### config.mk
export PLATFORM = sky130hd
export DESIGN_NAME = synth_tuning_word_planner
export DESIGN_NICKNAME = d
export VERILOG_FILES = /design/src/rtl/core/stwp_pkg.sv /design/src/rtl/core/synth_tuning_word_planner.sv /design/src/rtl/core/stwp_front.sv /design/src/rtl/core/stwp_queue.sv /design/src/rtl/core/stwp_back.sv
export SDC_FILE = /design/constraint.sdc
export NUM_CORES = 2
export LEC_CHECK = 0
export BUFFER_PORTS_ARGS = -buffer_cell sky130_fd_sc_hd__buf_2
export CORE_UTILIZATION = 63
export CTS_CLUSTER_DIAMETER = 200
export DETAILED_ROUTE_END_ITERATION = 10
export GPL_TIMING_DRIVEN = 0
export PLACE_DENSITY = 0.78
export SYNTH_ARGS = -nofsm -noshare
export SYNTH_HDL_FRONTEND = slang
export SYNTH_SLANG_ARGS = --single-unit
### constraint.sdc
create_clock -name clk_i -period 62.8 [get_ports clk_i]
set_input_delay 3.14 -clock clk_i [delete_from_list [all_inputs] [get_ports clk_i]]
set_output_delay 3.14 -clock clk_i [all_outputs]
set_load 0.005 [all_outputs]
### src/rtl/core/stwp_pkg.sv
// ----------------------------------------------------------------------------
// stwp_pkg
// types, tables and widths shared by the tuning word planner
// ----------------------------------------------------------------------------
`default_nettype none

package stwp_pkg;

  // dividend of the rounded quotient is 2*vco*2^(31-frac) + 1200*K, below 2^47
  localparam int NUM_W  = 47;
  localparam int QUO_W  = 32;
  localparam int REM_W  = NUM_W - QUO_W;
  localparam int DV_W   = 15;
  localparam int VCO_W  = 36;
  localparam int DIV_W  = 14;
  localparam int QDEPTH = 4;
  localparam int QAW    = $clog2(QDEPTH);
  localparam int NSTAGE = QUO_W;

  localparam logic [31:0] WORD_FULL = 32'h8000_0000;
  localparam logic [4:0]  ADDR_BASE = 5'h0B;

  // divider thresholds times 16 in MHz
  localparam logic [16:0] DIV_THR16 [6] = '{
    17'd97120, 17'd48560, 17'd24280, 17'd12140, 17'd6070, 17'd3035
  };

  // exclusive upper edges of the multiplier bands in MHz
  localparam logic [13:0] BAND_TOP [6] = '{
    14'd7020, 14'd8190, 14'd9360, 14'd10530, 14'd11700, 14'd12870
  };

  typedef struct packed {
    logic [13:0] lo;
    logic [13:0] hi;
    logic [3:0]  k;
  } stwp_win_t;

  localparam int NWIN = 30;

  // inclusive exception windows in MHz, the last one can never match
  localparam stwp_win_t WIN [NWIN] = '{
    '{14'd7068,  14'd7080,  4'd6},  '{14'd8030,  14'd8062,  4'd8},
    '{14'd9172,  14'd9175,  4'd9},  '{14'd9181,  14'd9184,  4'd9},
    '{14'd9190,  14'd9220,  4'd9},  '{14'd9390,  14'd9393,  4'd8},
    '{14'd9435,  14'd9464,  4'd8},  '{14'd10315, 14'd10360, 4'd10},
    '{14'd10366, 14'd10370, 4'd10}, '{14'd11019, 14'd11022, 4'd11},
    '{14'd11038, 14'd11042, 4'd11}, '{14'd11057, 14'd11060, 4'd11},
    '{14'd11465, 14'd11469, 4'd11}, '{14'd11476, 14'd11480, 4'd11},
    '{14'd11485, 14'd11512, 4'd11}, '{14'd11519, 14'd11521, 4'd11},
    '{14'd11528, 14'd11531, 4'd11}, '{14'd11545, 14'd11549, 4'd11},
    '{14'd11650, 14'd11687, 4'd11}, '{14'd12050, 14'd12096, 4'd12},
    '{14'd12098, 14'd12124, 4'd12}, '{14'd12142, 14'd12187, 4'd12},
    '{14'd12372, 14'd12378, 4'd12}, '{14'd12584, 14'd12588, 4'd12},
    '{14'd12612, 14'd12615, 4'd12}, '{14'd12635, 14'd12665, 4'd12},
    '{14'd12670, 14'd12684, 4'd12}, '{14'd12700, 14'd12703, 4'd12},
    '{14'd12812, 14'd12856, 4'd12}, '{14'd12958, 14'd12856, 4'd11}
  };

  typedef struct packed {
    logic [2:0] n;
    logic [3:0] k;
    logic [4:0] addr;
    logic       err;
  } stwp_meta_t;

  typedef struct packed {
    logic [NUM_W-1:0] num;
    logic [DV_W-1:0]  dv;
    stwp_meta_t       meta;
  } stwp_item_t;

  // 1200 * K for the legal multipliers
  function automatic logic [DIV_W-1:0] stwp_div(input logic [3:0] k);
    logic [DIV_W-1:0] d;
    case (k)
      4'd6:    d = 14'd7200;
      4'd7:    d = 14'd8400;
      4'd8:    d = 14'd9600;
      4'd9:    d = 14'd10800;
      4'd10:   d = 14'd12000;
      4'd11:   d = 14'd13200;
      4'd12:   d = 14'd14400;
      default: d = 14'd7200;
    endcase
    return d;
  endfunction

endpackage

`default_nettype wire

### src/rtl/core/synth_tuning_word_planner.sv
// ----------------------------------------------------------------------------
// synth_tuning_word_planner
// turns a wanted output frequency into divider, multiplier and dds tuning word
// ----------------------------------------------------------------------------
//  channel | direction | handshake               | payload
//  in      | to block  | in_valid_i / in_stall_o | freq_q16_i, profile_i
//  out     | from block| out_valid_o/ out_stall_i| tuning_word_o, divider_exp_o,
//          |           |                         | multiplier_k_o, word_address_o,
//          |           |                         | range_error_o
//
// one transaction per cycle in and out unless a stall holds the flow; each
// request passes a 3-stage classifier and a 4-entry queue on its way into the
// 32-stage restoring divider (one quotient bit a stage)
// reset clears valid flags, queue pointers and queue count only; there is no clearing pass
// out_stall_i freezes the divider while a result is valid; the queue absorbs the classifier, and
// in_stall_o rises once the queue is full with an item waiting to enter it
// ----------------------------------------------------------------------------
`default_nettype none

module synth_tuning_word_planner #(
  parameter int FRAC_BITS = 16
) (
  input  wire logic        clk_i,
  input  wire logic        rst_ni,
  input  wire logic        in_valid_i,
  output logic             in_stall_o,
  input  wire logic [29:0] freq_q16_i,
  input  wire logic [2:0]  profile_i,
  output logic             out_valid_o,
  input  wire logic        out_stall_i,
  output logic [31:0]      tuning_word_o,
  output logic [2:0]       divider_exp_o,
  output logic [3:0]       multiplier_k_o,
  output logic [4:0]       word_address_o,
  output logic             range_error_o
);

  logic                 push, pop, q_full, q_valid;
  stwp_pkg::stwp_item_t front_item, q_item;

  stwp_front #(
    .FRAC_BITS (FRAC_BITS)
  ) u_front (
    .clk_i      (clk_i),
    .rst_ni     (rst_ni),
    .in_valid_i (in_valid_i),
    .in_stall_o (in_stall_o),
    .freq_q16_i (freq_q16_i),
    .profile_i  (profile_i),
    .full_i     (q_full),
    .push_o     (push),
    .item_o     (front_item)
  );

  stwp_queue u_queue (
    .clk_i   (clk_i),
    .rst_ni  (rst_ni),
    .push_i  (push),
    .item_i  (front_item),
    .full_o  (q_full),
    .pop_i   (pop),
    .valid_o (q_valid),
    .item_o  (q_item)
  );

  stwp_back u_back (
    .clk_i          (clk_i),
    .rst_ni         (rst_ni),
    .item_valid_i   (q_valid),
    .item_i         (q_item),
    .pop_o          (pop),
    .out_valid_o    (out_valid_o),
    .out_stall_i    (out_stall_i),
    .tuning_word_o  (tuning_word_o),
    .divider_exp_o  (divider_exp_o),
    .multiplier_k_o (multiplier_k_o),
    .word_address_o (word_address_o),
    .range_error_o  (range_error_o)
  );

endmodule

`default_nettype wire

### src/rtl/core/stwp_front.sv
// ----------------------------------------------------------------------------
// stwp_front
// three-stage classifier: divider exponent, multiplier, range check, dividend
// ----------------------------------------------------------------------------
`default_nettype none

module stwp_front #(
  parameter int FRAC_BITS = 16
) (
  input  wire logic                clk_i,
  input  wire logic                rst_ni,
  input  wire logic                in_valid_i,
  output logic                     in_stall_o,
  input  wire logic [29:0]         freq_q16_i,
  input  wire logic [2:0]          profile_i,
  input  wire logic                full_i,
  output logic                     push_o,
  output stwp_pkg::stwp_item_t     item_o
);

  logic adv;
  logic a_vld_q, b_vld_q, c_vld_q;

  // stage a: exponent and vco
  logic [5:0]                   gt;
  logic [2:0]                   n_d, a_n_q;
  logic [stwp_pkg::VCO_W-1:0]   vco_d, a_vco_q;
  logic [4:0]                   addr_d, a_addr_q;

  // stage b: multiplier and range flag
  logic [5:0]                   lt;
  logic [7:0]                   ovr;
  logic [3:0]                   k_d, b_k_q;
  logic                         err_d, b_err_q;
  logic [2:0]                   b_n_q;
  logic [4:0]                   b_addr_q;
  logic [stwp_pkg::VCO_W-1:0]   b_vco_q;

  // stage c: dividend
  logic [stwp_pkg::VCO_W-1:0]   vco_m;
  logic [stwp_pkg::DIV_W-1:0]   d_c;
  logic [63:0]                  sh;
  stwp_pkg::stwp_item_t         item_d, c_item_q;

  assign adv        = !c_vld_q || !full_i;
  assign in_stall_o = !adv;
  assign push_o     = c_vld_q && !full_i;
  assign item_o     = c_item_q;

  always_comb begin
    for (int i = 0; i < 6; i++) begin
      gt[i] = {30'b0, freq_q16_i, 4'b0} > (64'(stwp_pkg::DIV_THR16[i]) << FRAC_BITS);
    end
    n_d = 3'd6;
    for (int i = 5; i >= 0; i--) begin
      if (gt[i]) begin
        n_d = 3'(i);
      end
    end
    vco_d  = stwp_pkg::VCO_W'(freq_q16_i) << n_d;
    addr_d = stwp_pkg::ADDR_BASE + {1'b0, profile_i, 1'b0};
  end

  always_comb begin
    for (int i = 0; i < 6; i++) begin
      lt[i] = 64'(a_vco_q) < (64'(stwp_pkg::BAND_TOP[i]) << FRAC_BITS);
    end
    k_d = 4'd12;
    for (int i = 5; i >= 0; i--) begin
      if (lt[i]) begin
        k_d = 4'(6 + i);
      end
    end
    // later windows take priority
    for (int i = 0; i < stwp_pkg::NWIN; i++) begin
      if (64'(a_vco_q) >= (64'(stwp_pkg::WIN[i].lo) << FRAC_BITS) &&
          64'(a_vco_q) <= (64'(stwp_pkg::WIN[i].hi) << FRAC_BITS)) begin
        k_d = stwp_pkg::WIN[i].k;
      end
    end
    // over-range test for every multiplier in parallel, picked by k
    for (int j = 0; j < 7; j++) begin
      ovr[j] = 64'(a_vco_q) > (64'(1200 * (6 + j)) << FRAC_BITS);
    end
    ovr[7] = 1'b0;
    err_d  = ovr[3'(k_d - 4'd6)];
  end

  always_comb begin
    vco_m            = b_err_q ? '0 : b_vco_q;
    d_c              = stwp_pkg::stwp_div(b_k_q);
    sh               = 64'(vco_m) << (32 - FRAC_BITS);
    item_d.num       = sh[stwp_pkg::NUM_W-1:0] + stwp_pkg::NUM_W'(d_c);
    item_d.dv        = {d_c, 1'b0};
    item_d.meta.n    = b_n_q;
    item_d.meta.k    = b_k_q;
    item_d.meta.addr = b_addr_q;
    item_d.meta.err  = b_err_q;
  end

  always_ff @(posedge clk_i or negedge rst_ni) begin
    if (!rst_ni) begin
      a_vld_q <= 1'b0;
      b_vld_q <= 1'b0;
      c_vld_q <= 1'b0;
    end else if (adv) begin
      a_vld_q <= in_valid_i;
      b_vld_q <= a_vld_q;
      c_vld_q <= b_vld_q;
    end
  end

  always_ff @(posedge clk_i) begin
    if (adv) begin
      a_n_q    <= n_d;
      a_vco_q  <= vco_d;
      a_addr_q <= addr_d;
      b_n_q    <= a_n_q;
      b_vco_q  <= a_vco_q;
      b_addr_q <= a_addr_q;
      b_k_q    <= k_d;
      b_err_q  <= err_d;
      c_item_q <= item_d;
    end
  end

endmodule

`default_nettype wire

### src/rtl/core/stwp_queue.sv
// ----------------------------------------------------------------------------
// stwp_queue
// short fifo between the classifier and the divider pipeline
// ----------------------------------------------------------------------------
`default_nettype none

module stwp_queue (
  input  wire logic                 clk_i,
  input  wire logic                 rst_ni,
  input  wire logic                 push_i,
  input  stwp_pkg::stwp_item_t      item_i,
  output logic                      full_o,
  input  wire logic                 pop_i,
  output logic                      valid_o,
  output stwp_pkg::stwp_item_t      item_o
);

  stwp_pkg::stwp_item_t       mem_q [stwp_pkg::QDEPTH];
  logic [stwp_pkg::QAW-1:0]   wr_ptr_q, rd_ptr_q;
  logic [stwp_pkg::QAW:0]     cnt_q, cnt_d;

  assign full_o  = cnt_q == (stwp_pkg::QAW + 1)'(stwp_pkg::QDEPTH);
  assign valid_o = cnt_q != '0;
  assign item_o  = mem_q[rd_ptr_q];

  always_comb begin
    cnt_d = cnt_q;
    if (push_i && !pop_i) begin
      cnt_d = cnt_q + 1'b1;
    end else if (pop_i && !push_i) begin
      cnt_d = cnt_q - 1'b1;
    end
  end

  always_ff @(posedge clk_i or negedge rst_ni) begin
    if (!rst_ni) begin
      wr_ptr_q <= '0;
      rd_ptr_q <= '0;
      cnt_q    <= '0;
    end else begin
      cnt_q <= cnt_d;
      if (push_i) begin
        wr_ptr_q <= wr_ptr_q + 1'b1;
      end
      if (pop_i) begin
        rd_ptr_q <= rd_ptr_q + 1'b1;
      end
    end
  end

  always_ff @(posedge clk_i) begin
    if (push_i) begin
      mem_q[wr_ptr_q] <= item_i;
    end
  end

endmodule

`default_nettype wire

### src/rtl/core/stwp_back.sv
// ----------------------------------------------------------------------------
// stwp_back
// pipelined restoring divider, one quotient bit per stage, and output register
// ----------------------------------------------------------------------------
`default_nettype none

module stwp_back (
  input  wire logic                 clk_i,
  input  wire logic                 rst_ni,
  input  wire logic                 item_valid_i,
  input  stwp_pkg::stwp_item_t      item_i,
  output logic                      pop_o,
  output logic                      out_valid_o,
  input  wire logic                 out_stall_i,
  output logic [31:0]               tuning_word_o,
  output logic [2:0]                divider_exp_o,
  output logic [3:0]                multiplier_k_o,
  output logic [4:0]                word_address_o,
  output logic                      range_error_o
);

  localparam int NST = stwp_pkg::NSTAGE;
  localparam int RW  = stwp_pkg::REM_W;
  localparam int QW  = stwp_pkg::QUO_W;
  localparam int DW  = stwp_pkg::DV_W;

  logic adv;

  logic [NST-1:0]       vld_in, vld_q;
  logic [RW-1:0]        rem_in [NST];
  logic [RW-1:0]        rem_d  [NST];
  logic [RW-1:0]        rem_q  [NST];
  logic [QW-1:0]        lo_in  [NST];
  logic [QW-1:0]        lo_d   [NST];
  logic [QW-1:0]        lo_q   [NST];
  logic [QW-1:0]        quo_in [NST];
  logic [QW-1:0]        quo_d  [NST];
  logic [QW-1:0]        quo_q  [NST];
  logic [DW-1:0]        dv_in  [NST];
  logic [DW-1:0]        dv_q   [NST];
  stwp_pkg::stwp_meta_t meta_in [NST];
  stwp_pkg::stwp_meta_t meta_q  [NST];

  logic                 out_vld_q;
  logic [31:0]          word_d, word_q;
  stwp_pkg::stwp_meta_t out_meta_q;

  assign adv   = !out_vld_q || !out_stall_i;
  assign pop_o = adv && item_valid_i;

  for (genvar s = 0; s < NST; s++) begin : g_stage
    logic [RW:0] trial;
    logic        ge;

    if (s == 0) begin : g_head
      assign vld_in[s]  = item_valid_i;
      assign rem_in[s]  = item_i.num[stwp_pkg::NUM_W-1:QW];
      assign lo_in[s]   = item_i.num[QW-1:0];
      assign quo_in[s]  = '0;
      assign dv_in[s]   = item_i.dv;
      assign meta_in[s] = item_i.meta;
    end else begin : g_body
      assign vld_in[s]  = vld_q[s-1];
      assign rem_in[s]  = rem_q[s-1];
      assign lo_in[s]   = lo_q[s-1];
      assign quo_in[s]  = quo_q[s-1];
      assign dv_in[s]   = dv_q[s-1];
      assign meta_in[s] = meta_q[s-1];
    end

    // bring down the next dividend bit and try a subtract
    assign trial    = {rem_in[s], lo_in[s][QW-1]};
    assign ge       = trial >= {1'b0, dv_in[s]};
    assign rem_d[s] = ge ? RW'(trial - {1'b0, dv_in[s]}) : trial[RW-1:0];
    assign lo_d[s]  = {lo_in[s][QW-2:0], 1'b0};
    assign quo_d[s] = {quo_in[s][QW-2:0], ge};
  end

  assign word_d = meta_q[NST-1].err ? '0 : stwp_pkg::WORD_FULL - quo_q[NST-1];

  always_ff @(posedge clk_i or negedge rst_ni) begin
    if (!rst_ni) begin
      vld_q     <= '0;
      out_vld_q <= 1'b0;
    end else if (adv) begin
      vld_q     <= vld_in;
      out_vld_q <= vld_q[NST-1];
    end
  end

  always_ff @(posedge clk_i) begin
    if (adv) begin
      rem_q      <= rem_d;
      lo_q       <= lo_d;
      quo_q      <= quo_d;
      dv_q       <= dv_in;
      meta_q     <= meta_in;
      word_q     <= word_d;
      out_meta_q <= meta_q[NST-1];
    end
  end

  assign out_valid_o    = out_vld_q;
  assign tuning_word_o  = word_q;
  assign divider_exp_o  = out_meta_q.n;
  assign multiplier_k_o = out_meta_q.k;
  assign word_address_o = out_meta_q.addr;
  assign range_error_o  = out_meta_q.err;

endmodule

`default_nettype wire

==> metrics.yaml <==
drc: 1
seq_area_um2: 65200
grt_overflow: 0
synth_common_cells: "edfxtp_1 (2,137), inv_1 (448), ha_1 (325)"
post-place-ws_ps: 56030
cp.required_ps: 63270
cts_made_buffers: 204
hold_viol: 0
yosysWarnings: 0
clock_latency_ps: 810
n_antenna_cell: 0
gp_congestion: 0.904
crit_path_start_kind: "primary input"
cp.arrival_ps: 6370
path_class: "primary input to flop"
clockBufferDepth: 3
first_global_vias: 46900
hold-path-endpoint: "u_back.meta_in[238]"
drt-vias-per-instance: 5.81
timing.final.crit_share: 0.0939
ant_nets: 0
worstHoldPathCells: 0
p_leak_uw: 0.0369
initial_utilization: 0.636
cp_top_family: "buffers and inverters"
antenna_found_initial: 0
die_area_um2: 143000
grt_max_degree: 101
postCtsHoldBufs: 0
dpl_cell_area_um2: 92700
io_buffers: 78
rsz0062_at_grt: "no"
min_path_type: "flop to flop"
num_vias: 45800
root_buffer: "clkbuf_16"
violations: "DRC"
cp.depth: 9
path_cells: "buf_2 -> nand2_1 -> clkbuf_4 -> buf_16 -> buf_16 -> buf_16 -> buf_16 -> buf_12 -> buf_16"
final_nets: 6233
netlist_area_um2: 89000
endpoint_kind: "flop"
finClkSkew_ps: 32.6
setup_violations: 0
drive_gt1_frac: 0.126
crit_buf_inv: 8
cap_viol_max_count: 0
cts_num_sinks: 2180
drtIter0Drc: 3178
synth-edff-count: 2137
critPathMaxFanout: 72
wl_mm: 164
synth_cell_types: 85
die_y_um: 378
ys_seq_area_frac: 0.733
timing.slew.headroom: 0.107
ys_ff_latch: 2180
max_freq_mhz: 170
cp_common_cell: "buf_16"
post-route-min-period_ps: 5900
cts_resized: 0
reg2reg_setup_slack_ps: 57340
io_pins: 84
rows: 137
synth.area.top_cells: "edfxtp_1 (72%), ha_1 (4.6%), mux2_2 (3.1%), inv_1 (1.9%), xnor2_1 (1.5%)"
tightest_slew_ps: 1340
synth_most_common_cell: "edfxtp_1"
final_cell_area_um2: 99600
r2r_end: "u_back.g_stage[1].trial[13]"
ys_async_sr_fraction: 0.0197
finalSetupTns_ps: 0
syn2layout_area_growth_pct: 11.9
r2r-start: "u_queue.rd_ptr_q[0]"
cp_slowest_cell: "clkbuf_4"
holdWs_ps: 398
status: "finished, violations left"
setup_ws_ps: 56900
wl_per_cell_um: 20.9
powerDensity_nw_per_um2: 52.8
vdd_drop_max_mv: 0.0344
final_max_slew_viol_count: 0
coreArea_um2: 140000
gr-usage-all-layers: 0.234
synth_flop_cell: "edfxtp_1"
synth_top_area_share: 0.721
grt_pass1_wl_mm: 257
fillCellCount: 8662
cts_setup_buffers: 0
htree_num_levels: 4
syn_area_per_cell_um2: 16.1
synth_cells: 5518
reg2reg_depth: 15
dr.pass1.iters: 9
min_from: "u_back.meta_in[251]"
hpwl_mm: 106
critPathMaxStageDelay_ps: 630
synth_top_area_cell: "edfxtp_1"
die_w_um: 378
clk_pin_slew_ps: 60
multi_input_comb_area_um2: 21700
cts_tree: "done"
-- power breakdown --
part	switching [uW]	total [uW]	leakage [uW]	internal, uW
combinational	867	1580	0.0120	713
clock	529	1260	0.00339	734
sequential	202	2410	0.0215	2210
-- layer usage --
layer	vias to the layer above	track usage	routed length, um	part of all wire
met4	0	0.105	7360	0.045
met1	22800	0.284	65200	0.40
li1	21500	-	-	-
met5	-	0	0	0
met3	329	0.0329	6480	0.039
met2	1174	0.418	85400	0.52
-- worst register-to-register path, delay by kind of cell, from the launching register on --
kind	cells	cell delay [ps]
multiplexers	2	1110
AO/OA/AOI/OAI	4	790
adder cells (fa/ha/maj)	1	230
flip-flops	1	410
buffers and inverters	5	2220
AND/OR/NAND/NOR	3	430
-- cell type report --
cell class	count	share of cell area
timing repair buffer	110	0.0127
buffer	108	0.00457
clock buffer	234	0.0526
sequential	2180	0.655
clock inverter	146	0.0173
inverter	449	0.0170
multi-input combinational	2786	0.217
tap	1876	0.0236
-- worst max-delay path by stage --
| stage | startpoint | endpoint |
|---|---|---|
| global placement | out_stall_i | u_back.vld_q[30] |
| CTS | out_stall_i | u_back.multiplier_k_o[0] |
| global route | out_stall_i | u_back.quo_d[56] |
| detailed placement | out_stall_i | u_back.quo_d[87] |
| finish | out_stall_i | u_back.multiplier_k_o[3] |
| floorplan | out_stall_i | u_back.vld_q[23] |
-- cell families after synthesis --
group | count (synthesis) | synth area share
DFF | 2180 | 0.733
and+or+nand+nor | 1052 | 0.0603
AOI/OAI and AO/OA | 737 | 0.0513
buffers and inverters | 557 | 0.0241
muxes | 393 | 0.0548
adders and majority gates | 357 | 0.0529
xor gates and xnor gates | 240 | 0.0236
other | 2 | 0.0000844
-- cells in the final DEF (no fill, tap or decap), types with 55 or more instances in the layout --
cell type     n
mux2i_1      94
nor4_1       55
ha_1        325
nor2_1      308
nor3_1       74
a21o_1       65
clkbuf_1    118
a21oi_1     185
edfxtp_1   2137
nand2_1     204
inv_1       447
clkbuf_16   205
buf_2        84
nor2b_1     103
mux2_2      248
xnor2_1     151
o21ai_0     251
xor2_1       89
-- registers in the layout, indices dropped and copies added (netlist names), 36 cells and up --
signal and count:
u_front.item_o 53, u_back.quo_d 496, u_back.lo_d 139, u_back.dv_in 245
u_back.meta_in 372, u_front.a_vco_q 36, u_back.g_stage.trial 446, u_queue.mem_q 212
-- per-stage QoR --
step | instances | power, uW | utilization
4_1_cts | 7889 | 5290 | 0.712
6_report | 7889 | 5260 | 0.712
5_1_grt | 7889 | 5550 | 0.712
3_5_place_dp | 7509 | 3980 | 0.663
2_1_floorplan | 5523 | 3830 | -
3_3_place_gp | 7477 | 4270 | 0.656
No activity file was read; power rests on OpenSTA's default activity.
